===== src/tnp_ram.sv =====
// Generic single-port-write, single-port-read RAM with a registered read.
module tnp_ram #(
	parameter int WIDTH = 8,
	parameter int DEPTH = 64
) (
	input  logic                     clk,
	input  logic                     we,
	input  logic [$clog2(DEPTH)-1:0] waddr,
	input  logic [WIDTH-1:0]         wdata,
	input  logic [$clog2(DEPTH)-1:0] raddr,
	output logic [WIDTH-1:0]         rdata
);

	logic [WIDTH-1:0] mem_q [DEPTH];
	logic [WIDTH-1:0] rdata_q;

	always_ff @(posedge clk) begin
		if (we) begin
			mem_q[waddr] <= wdata;
		end
		rdata_q <= mem_q[raddr];
	end

	assign rdata = rdata_q;

endmodule


===== config.mk =====
export PLATFORM = sky130hd
export DESIGN_NAME = tnp_ram
export DESIGN_NICKNAME = d
export VERILOG_FILES = /design/src/tnp_ram.sv
export SDC_FILE = /design/constraint.sdc
export NUM_CORES = 1
export LEC_CHECK = 0
export BUFFER_PORTS_ARGS = -buffer_cell sky130_fd_sc_hd__buf_2
export CORE_MARGIN = 3
export CORE_UTILIZATION = 35
export CTS_CLUSTER_DIAMETER = 60
export DETAILED_ROUTE_END_ITERATION = 10
export PLACE_DENSITY = 0.52
export SETUP_SLACK_MARGIN = 0.4
export SLEW_MARGIN = 25
export SYNTH_ARGS = -nofsm -noshare
export SYNTH_HDL_FRONTEND = slang
export SYNTH_SLANG_ARGS = --single-unit
export TNS_END_PERCENT = 20

===== constraint.sdc =====
create_clock -name clk -period 4.55 [get_ports clk]
set_input_delay 0.91 -clock clk [delete_from_list [all_inputs] [get_ports clk]]
set_output_delay 0.91 -clock clk [all_outputs]
set_load 0.02 [all_outputs]

**Yosys cells after proc, flatten, opt, wreduce, memory -nomap -nowiden**

Memory sizes are Yosys's and may differ from the RTL's. A register that Yosys moved wholly into a read port is not among the register bits.
Index checks and enable logic that the tools add are counted.

- Logic and storage cells: 3
- Memories: 1
- RAM bits: 512
- Flip-flop bits (word level): 0
- Output and inout bits: 8
- Input port bits: 22

- Mux-type cells: 2

Memories:

| name | words | width | rd ports | clocked after Yosys merged registers in | wr ports | line | RTL |
|---|---|---|---|---|---|---|---|
| mem_q | 64 | 8 | 1 | 1 | 1 | 14 | `logic [WIDTH-1:0] mem_q [DEPTH];` |

Operator list:

| kind | number |
|---|---|
| 1-bit two-way mux | 2 |

**Longest topological paths before layout**

Gate-level depths: netlist of run 1.

- Word-level depth: 2
- Gate-level depth with buffers: 9
- Gate-level depth less buffers: 5

**Least setup slack after synthesis of run 1**

OpenSTA, ideal clock, no wires.

- Kind: input -> register
- From: in raddr[1]
- To: reg rdata_q[3], in the netlist rdata[3] (read register of mem_q)
- Arrival: 2450 ps
- Setup time: 128 ps
- Data required time: 4422 ps
- Path slack: 1972 ps
- Stages: 7
- Cell sequence: buf_4 -> buf_2 -> buf_2 -> mux4_2 -> mux4_2 -> o21ai_1 -> o41ai_1

RTL lines:

| item | line | RTL |
|---|---|---|
| from (decl) | 10 | `input logic [$clog2(DEPTH)-1:0] raddr,` |
| to (decl) | 15 | `logic [WIDTH-1:0] rdata_q;` |

==> results of run 1 <==
[flip-flops by register name, summed over array words and instances (netlist names)]
name / flops
mem_q: 512
rdata: 8
[synth_stat cells (all sizes together), types with 8 or more instances]
cell type,count
mux2,13
nand2,19
buf,34
mux4,126
nor2,83
mux2i,23
edfxtp,512
clkbuf,17
nand3,13
o221ai,8
nor2b,14
dfxtp,8
o22ai,8
[worst max-delay path: cells and delay by family]
kind | cells | cell delay, ns
compound gates | 2 | 0.55
buf+inv | 3 | 1.17
simple gates | 3 | 0.92
[per-stage QoR]
step | power [mW] | setup slack (ns)
final | 10.0 | 1.41
after global routing | 10.4 | 1.27
after CTS | 10.1 | 1.40
after detailed placement | 5.93 | 0.761
after global placement | 5.93 | 0.738
after floorplan | 5.71 | 1.97
[cell type report]
cell class / count / area, um^2 / area share
Clock buffer: 64 / 1410 / 0.0616
Sequential cell: 520 / 15500 / 0.679
Clock inverter: 29 / 255 / 0.0112
Multi-Input combinational cell: 369 / 4320 / 0.189
Timing Repair Buffer: 59 / 424 / 0.0185
Tap cell: 756 / 946 / 0.0413
[layer usage]
metal | global-route usage | vias up | part of all wire
li1 | - | 4061 | -
met1 | 0.224 | 5098 | 0.44
met2 | 0.248 | 230 | 0.47
met3 | 0.0281 | 88 | 0.048
met4 | 0.0632 | 4 | 0.038
met5 | 0 | - | 0.00040
[where the power goes]
group	total, mW	internal [mW]	switching (mW)
registers	5.32	5.30	0.0181
clock network	4.21	2.42	1.79
logic	0.501	0.184	0.317
total	10.0	7.91	2.13
[worst min path at each step]
| stage | from | endpoint | cells past startpoint |
|---|---|---|---|
| finish | wdata[3] | mem_q[54][3] | 1 |
| global placement | mem_q[22][0] | rdata[0] | 4 |
| detailed placement | mem_q[18][1] | rdata[1] | 4 |
| floorplan | mem_q[34][0] | rdata[0] | 4 |
| global route | wdata[3] | mem_q[54][3] | 1 |
| CTS | wdata[3] | mem_q[54][3] | 1 |
[cell families after synthesis]
logic type | share of synthesized area
and+or+nand+nor | 0.0339
DFF | 0.770
buffers and inverters | 0.0157
muxes | 0.159
AOI/OAI and AO/OA | 0.0207
==> impl_metrics.env, run 1 <==
export IMPL_worst_setup_slack_for_register_to_register_paths_ns=2.25
export IMPL_path_max_fanout=46
export IMPL_cts_htree_levels=2
export IMPL_postCtsSetupBuffers=0
export IMPL_worst_setup_path_endpoint="rdata[6]"
export IMPL_initial_antenna_violation_count=2
export IMPL_max_slew_margin_rel=0.317
export IMPL_post_layout_nonfiller_instances=1797
export IMPL_layout_cells_most_common_list="sky130_fd_sc_hd__edfxtp_1 (512), sky130_fd_sc_hd__mux4_2 (126), sky130_fd_sc_hd__nor2_1 (81)"
export IMPL_drt_total_wl_um=47500
export IMPL_clock_skew_final_ns=0.0209
export IMPL_max_clock_path_buffers=3
export IMPL_portBuffers=29
export IMPL_synth_edff_count=512
export IMPL_postCtsResizedCells=0
export IMPL_starting_density_of_the_core=0.356
export IMPL_min_path_type="input pin to flop"
export IMPL_layout_commonest_cell="sky130_fd_sc_hd__edfxtp_1"
export IMPL_layout_filler_cells=4954
export IMPL_netlist_area_leader_share=0.762
export IMPL_final_max_slew_viol_count=0
export IMPL_nNetsFinal=1025
export IMPL_syn_cell_area_um2=20200
export IMPL_dp_cells=1704
export IMPL_fmax_mhz=318
export IMPL_detailed_place_area_um2=21200
export IMPL_worst_slew_pin_slew_ns=1.02
export IMPL_vias_per_cell=5.28
export IMPL_timing_hold_violations_final=0
export IMPL_reg2reg_from="mem_q[21][6]"
export IMPL_global_route_overflow_total=0
export IMPL_power_ir_vdd_worst_v=0.000278
export IMPL_finalSetupViolations=0
export IMPL_drt_iter0_drc=875
export IMPL_synth_flop_cell="sky130_fd_sc_hd__edfxtp_1"
export IMPL_grt_pass1_wl_um=69800
export IMPL_area_growth_pct=13.5
export IMPL_drtAntennaViolNets=0
export IMPL_die_h_um=246
export IMPL_critPathLaunchType="input pin"
export IMPL_postSynthCellCount=940
export IMPL_synth_area_leaders="sky130_fd_sc_hd__edfxtp_1 (76%), sky130_fd_sc_hd__mux4_2 (14%), sky130_fd_sc_hd__nor2_1 (1.5%), sky130_fd_sc_hd__mux2i_1 (1.1%), sky130_fd_sc_hd__dfxtp_1 (0.79%)"
export IMPL_critical_path_most_common_cell="sky130_fd_sc_hd__buf_4"
export IMPL_p_per_area_nw_per_um2=438
export IMPL_mappedNetlistNets=962
export IMPL_status="finished clean"
export IMPL_crit_end_category="flop"
export IMPL_wl_per_cell_um=26.4
export IMPL_final_worst_path_cycle_share=0.690
export IMPL_cts_hold_buf=0
export IMPL_finalCriticalPeriod_ns=3.14
export IMPL_crit_arrival_ns=3.60
export IMPL_total_inserted_antenna_cells=0
export IMPL_via_count=9481
export IMPL_detailed_place_hpwl_um=29200
export IMPL_cts_root_buf="sky130_fd_sc_hd__clkbuf_16"
export IMPL_rr_endpoint="rdata[6]"
export IMPL_drt_first_pass_iters=5
export IMPL_crit_path_top_delay_cell="sky130_fd_sc_hd__buf_4"
export IMPL_final_core_utilization=0.404
export IMPL_timing_hold_ws_ns=0.525
export IMPL_netlist_cell_type_count=40
export IMPL_synth_yosys_seq_area_share=0.770
export IMPL_cts_tree="built"
export IMPL_fp_dieW_um=246
export IMPL_crit_chain="buf_4 > buf_4 > buf_4 > nand2b_1 > a211oi_1 > nor4_1 > nor3_1 > o32ai_1"
export IMPL_final_layout_size_suffix_gt1_frac=0.267
export IMPL_unrepaired_setup_endpoints_after_global_routing="false"
export IMPL_synthesis_area_per_instance_um2=21.5
export IMPL_reg2regPathDepth=5
export IMPL_crit_type="input pin to flop"
export IMPL_tritoncts_buffer_count=53
export IMPL_synth_top_area_cell="sky130_fd_sc_hd__edfxtp_1"
export IMPL_final_area_um2=22900
export IMPL_maximum_capacitance_violations=0
export IMPL_synth_yosys_warnings=0
export IMPL_ys_ff_latch=520
export IMPL_required_ns=5.01
export IMPL_core_footprint_um2=56700
export IMPL_crit_path_start="raddr[1]"
export IMPL_groute_usage_overall=0.159
export IMPL_routabilityCongestion=0.753
export IMPL_floorplan_rows=87
export IMPL_number_of_global_route_vias_before_repair=9864
export IMPL_slowest_delay_ns=0.57
export IMPL_cts_sinks=520
export IMPL_final_setup_tns_ns=0
export IMPL_clock_insertion_delay_at_the_later_pin_of_the_skew_report_ns=0.59
export IMPL_grt_start_max_net_pins=68
export IMPL_clk_pin_slew_worst_paths_ns=0.06
export IMPL_async_set_or_reset_flop_fraction_in_the_synthesized_netlist=0
export IMPL_drc=0
export IMPL_design_portCount=30
export IMPL_die_area_um2=60500
export IMPL_p_leak_nw=7.04
No activity file was read; power rests on OpenSTA's default activity.
==> run 2, diff against run 1 <==
Settings changed: PLACE_DENSITY 0.52 to 0.54.
Clock period 4.55 ns to 2.65 ns, I/O delays scaled along.
==> run 2 against run 1 <==
Net effect: first-iteration DRC count fell by 3.0%; clock skew decreased by 0.0054 ns; register-to-register slack worse by 1.6 ns; non-clock buffer count grew 112; combinational power increased by 93%; utilization grew 1.8 points; sequential power increased by 72%; largest power group unchanged.
==> impl_metrics.env, run 2 (synthesis gave the netlist of run 1 again) <==
export IMPL_status="finished clean"
export IMPL_wl_per_cell_um=24.9
export IMPL_path_max_fanout=22
export IMPL_required_ns=3.13
export IMPL_setup_ws_ns=0.500
export IMPL_finalSetupViolations=0
export IMPL_postCtsResizedCells=0
export IMPL_maximum_capacitance_violations=0
export IMPL_postCtsSetupBuffers=0
export IMPL_floorplan_rows=87
export IMPL_max_clock_path_buffers=3
export IMPL_reg2regPathDepth=5
export IMPL_crit_path_start="raddr[0]"
export IMPL_cts_sinks=520
export IMPL_max_slew_margin_rel=0.523
export IMPL_tritoncts_buffer_count=54
export IMPL_timing_hold_violations_final=0
export IMPL_crit_arrival_ns=2.63
export IMPL_largest_register_ffs=512
export IMPL_registers_top_by_ff_count="mem_q"
export IMPL_layout_commonest_cell="sky130_fd_sc_hd__edfxtp_1"
export IMPL_groute_usage_overall=0.161
export IMPL_number_of_global_route_vias_before_repair=10300
export IMPL_via_count=9795
export IMPL_crit_end_category="flop"
export IMPL_worst_setup_slack_for_register_to_register_paths_ns=0.61
export IMPL_clk_pin_slew_worst_paths_ns=0.06
export IMPL_final_max_slew_viol_count=0
export IMPL_drc=0
export IMPL_portBuffers=29
export IMPL_nNetsFinal=1138
export IMPL_area_growth_pct=18.6
export IMPL_unrepaired_setup_endpoints_after_global_routing="false"
export IMPL_cts_root_buf="sky130_fd_sc_hd__clkbuf_16"
export IMPL_cts_htree_levels=2
export IMPL_layout_cells_most_common_list="sky130_fd_sc_hd__edfxtp_1 (512), sky130_fd_sc_hd__mux4_2 (126), sky130_fd_sc_hd__buf_4 (125)"
export IMPL_starting_density_of_the_core=0.356
export IMPL_critPathLaunchType="input pin"
export IMPL_grt_pass1_wl_um=70600
export IMPL_crit_chain="clkbuf_8 > buf_4 > mux4_2 > mux4_2 > nor2_1 > nor3_1 > o2bb2ai_1"
export IMPL_grt_start_max_net_pins=65
export IMPL_worst_slew_pin_slew_ns=0.716
export IMPL_cts_hold_buf=0
export IMPL_p_per_area_nw_per_um2=719
export IMPL_p_leak_nw=7.69
export IMPL_timing_hold_ws_ns=0.387
export IMPL_finalCriticalPeriod_ns=2.15
export IMPL_die_area_um2=60500
export IMPL_routabilityCongestion=0.798
export IMPL_critical_path_most_common_cell="sky130_fd_sc_hd__mux4_2"
export IMPL_min_path_type="input pin to flop"
export IMPL_detailed_place_hpwl_um=31100
export IMPL_power_ir_vdd_worst_v=0.000387
export IMPL_die_h_um=246
export IMPL_core_footprint_um2=56700
export IMPL_reg2reg_from="mem_q[24][6]"
export IMPL_dpl_worst_slack_ns=-0.120
export IMPL_global_route_overflow_total=0
export IMPL_initial_antenna_violation_count=0
export IMPL_rr_endpoint="rdata[6]"
export IMPL_slowest_delay_ns=0.52
export IMPL_drt_iter0_drc=849
export IMPL_drtAntennaViolNets=0
export IMPL_final_worst_path_cycle_share=0.812
export IMPL_fmax_mhz=465
export IMPL_drt_total_wl_um=47700
export IMPL_crit_type="input pin to flop"
export IMPL_worst_setup_path_endpoint="rdata[0]"
export IMPL_clock_skew_final_ns=0.0154
export IMPL_drt_first_pass_iters=5
export IMPL_clock_insertion_delay_at_the_later_pin_of_the_skew_report_ns=0.60
export IMPL_crit_path_top_delay_cell="sky130_fd_sc_hd__mux4_2"
export IMPL_final_layout_size_suffix_gt1_frac=0.326
export IMPL_total_inserted_antenna_cells=0
export IMPL_vias_per_cell=5.12
export IMPL_cts_tree="built"
export IMPL_design_portCount=30
export IMPL_fp_dieW_um=246
## run 2: cell count changes in the layout (fill, tap and decap cells not counted), moves of 5 or more
cell	previous run	this run
sky130_fd_sc_hd__clkinvlp_4	5	0
sky130_fd_sc_hd__clkinv_2	10	4
sky130_fd_sc_hd__clkinv_1	8	13
sky130_fd_sc_hd__clkbuf_1	9	19
sky130_fd_sc_hd__buf_4	30	125
sky130_fd_sc_hd__buf_12	3	19
## run 2: area by class of cell
class,instances,area [um^2]
fillers,4920,32800
flip-flops and latches,520,15500
multi-input cells,369,4320
clock buffers,78,1530
repair buffers,171,1460
well taps,756,946
clock inverters,19,129
## run 2: worst max-delay path, delay by kind of cell
kind / cells / cell delay, ns
buffers and inverters: 2 / 0.61
muxes: 2 / 1.03
AOI/OAI and AO/OA: 1 / 0.14
and+or+nand+nor: 2 / 0.31
## run 2: per-stage QoR
step,std cells,power [mW],cell area [um^2],setup TNS [ns],util
after floorplan,940,9.80,20200,0,-
after global placement,1816,10.3,22300,-0.245,0.392
after detailed placement,1816,10.3,22300,-0.395,0.392
after CTS,1913,17.4,23900,0,0.422
after global routing,1913,17.8,23900,0,0.422
final,1913,17.2,23900,0,0.422
## run 2: how the worst min path moves through the flow
stage | slack, ns | depth (start not counted) | to | start
floorplan | 0.63 | 0 | mem_q[0][0] | wdata[0]
global placement | 0.82 | 4 | rdata[1] | mem_q[22][1]
detailed placement | 0.83 | 4 | rdata[1] | mem_q[22][1]
CTS | 0.35 | 3 | mem_q[54][7] | waddr[2]
global route | 0.39 | 3 | mem_q[54][7] | waddr[2]
finish | 0.39 | 3 | mem_q[54][7] | waddr[2]
## run 2: report_power, final
group / switching (mW) / internal, mW / leakage, nW / total, mW
combinational: 0.562 / 0.403 / 2.21 / 0.965
sequential: 0.0291 / 9.10 / 4.67 / 9.13
clock: 2.95 / 4.15 / 0.804 / 7.10
## run 2: per-layer routing
layer	track usage	wire (um)
met4	0.0505	1170
met5	0	0
met2	0.265	23400
met3	0.0230	1930
met1	0.222	21200
==> run 3, diff against run 2 <==
Settings changed: PLACE_DENSITY 0.54 to 0.52.
Clock period 2.65 ns to 2.1 ns, I/O delays scaled along.
==> run 3 against run 2 <==
Net effect: die area stayed put; final cell count grew 1.2%; critical path type is now flop to flop; total power grew 30%; sequential power up 26%; flip-flop and latch count did not move; critical endpoint is now rdata[6]; largest cell class unchanged; count of clock-buffer cells in the layout shrank 9; largest power group unchanged; combinational power is 32% higher; worst hold slack got worse by 0.092 ns; register-to-register slack got worse by 0.43 ns; non-clock buffer count is 19 higher.
==> impl_metrics.env, run 3 (synthesis gave the netlist of run 1 again) <==
export IMPL_drt_first_pass_iters=5
export IMPL_cp_top_family="multiplexers"
export IMPL_final_area_um2=24300
export IMPL_area_growth_pct=20.4
export IMPL_design_portCount=30
export IMPL_crit_end_category="flop"
export IMPL_crit_type="flop to flop"
export IMPL_clock_insertion_delay_at_the_later_pin_of_the_skew_report_ns=0.60
export IMPL_crit_arrival_ns=2.37
export IMPL_unrepaired_setup_endpoints_after_global_routing="true"
export IMPL_required_ns=2.55
export IMPL_power_ir_vdd_worst_v=0.000612
export IMPL_clock_skew_final_ns=0.0209
export IMPL_setup_ws_ns=0.182
export IMPL_drt_total_wl_um=48700
export IMPL_final_max_slew_viol_count=0
export IMPL_finalSetupViolations=0
export IMPL_largest_register_ffs=512
export IMPL_number_of_global_route_vias_before_repair=10300
export IMPL_layout_commonest_cell="sky130_fd_sc_hd__edfxtp_1"
export IMPL_cp_num_buf_inv=1
export IMPL_grt_start_max_net_pins=65
export IMPL_die_h_um=246
export IMPL_crit_path_start="mem_q[16][6]"
export IMPL_crit_chain="mux4_2 > mux2_4 > o221a_4 > nor3_2 > buf_4 > o32ai_1"
export IMPL_total_inserted_antenna_cells=0
export IMPL_portBuffers=29
export IMPL_timing_hold_violations_final=0
export IMPL_routabilityCongestion=0.789
export IMPL_clk_pin_slew_worst_paths_ns=0.06
export IMPL_layout_cells_most_common_list="sky130_fd_sc_hd__edfxtp_1 (512), sky130_fd_sc_hd__buf_4 (147), sky130_fd_sc_hd__mux4_2 (126)"
export IMPL_reg2reg_from="mem_q[16][6]"
export IMPL_max_slew_margin_rel=0.485
export IMPL_power_mw=22.4
export IMPL_holdCritStartpoint="wdata[4]"
export IMPL_die_area_um2=60500
export IMPL_drt_iter0_drc=811
export IMPL_final_setup_tns_ns=0
export IMPL_registers_top_by_ff_count="mem_q"
export IMPL_groute_usage_overall=0.164
export IMPL_maximum_capacitance_violations=0
export IMPL_max_clock_path_buffers=3
export IMPL_worst_slew_pin_slew_ns=0.773
export IMPL_dp_cells=1835
export IMPL_detailed_place_hpwl_um=31300
export IMPL_postCtsSetupBuffers=0
export IMPL_via_count=10000
export IMPL_cts_root_buf="sky130_fd_sc_hd__clkbuf_16"
export IMPL_slowest_delay_ns=0.48
export IMPL_final_worst_path_cycle_share=0.913
export IMPL_vias_per_cell=5.17
export IMPL_nNetsFinal=1157
export IMPL_p_leak_nw=7.85
export IMPL_path_max_fanout=1
export IMPL_wl_per_cell_um=25.2
export IMPL_core_footprint_um2=56700
export IMPL_fp_dieW_um=246
export IMPL_finalCriticalPeriod_ns=1.92
export IMPL_min_path_type="input pin to flop"
export IMPL_fmax_mhz=521
export IMPL_global_route_overflow_total=0
export IMPL_p_per_area_nw_per_um2=921
export IMPL_cts_tree="built"
export IMPL_starting_density_of_the_core=0.356
export IMPL_crit_path_top_delay_cell="sky130_fd_sc_hd__mux4_2"
export IMPL_final_layout_size_suffix_gt1_frac=0.366
export IMPL_cts_sinks=520
export IMPL_initial_antenna_violation_count=0
export IMPL_cts_htree_levels=2
export IMPL_critPathLaunchType="flop"
export IMPL_tritoncts_buffer_count=54
export IMPL_status="finished clean"
export IMPL_post_layout_nonfiller_instances=1935
export IMPL_floorplan_rows=87
export IMPL_detailed_place_area_um2=22400
export IMPL_drtAntennaViolNets=0
export IMPL_grt_pass1_wl_um=71900
export IMPL_drc=0
export IMPL_dpl_worst_slack_ns=-0.530
[run 3: repair_timing]
action | in CTS | in global routing
pin swaps | 2 | 0
endpoints found under the setup margin | 12 | 13
resized for setup | 11 | 8
endpoints found under the hold margin | 0 | 0
hold buffers | 0 | 0
[run 3: cell type report]
class                           count  area [um^2]
Sequential cell                   520        15500
Fill cell                        4906        32400
Timing Repair Buffer              190         1550
Clock buffer                       69         1490
Multi-Input combinational cell    369         4460
Tap cell                          756          946
Clock inverter                     31          294
[run 3: report_power, final]
part	leakage [nW]	switching, mW	internal [mW]	total [mW]
Sequential	4.67	0.0511	11.5	11.5
Clock	0.872	3.94	5.61	9.56
Combinational	2.31	0.739	0.528	1.27
[run 3: worst paths after layout]
path | end | slack (ns) | cells after the start
setup / recovery | rdata[6] | 0.18 | 6
hold reg to reg | rdata[2] | 0.85 | 4
setup reg to reg | rdata[6] | 0.18 | 6
hold / removal | mem_q[56][4] | 0.30 | 1
[run 3: per-stage QoR]
step	util	hold slack, ns
final	0.428	0.295
after global routing	0.428	0.297
after CTS	0.428	0.271
after detailed placement	0.395	0.840
after global placement	0.395	0.814
after floorplan	-	0.519
[run 3: metal layers]
| layer | GRT usage | share of wire |
|---|---|---|
| met3 | 0.0359 | 0.068 |
| met5 | 0 | 0 |
| met4 | 0.0427 | 0.020 |
| met1 | 0.238 | 0.45 |
| met2 | 0.253 | 0.46 |
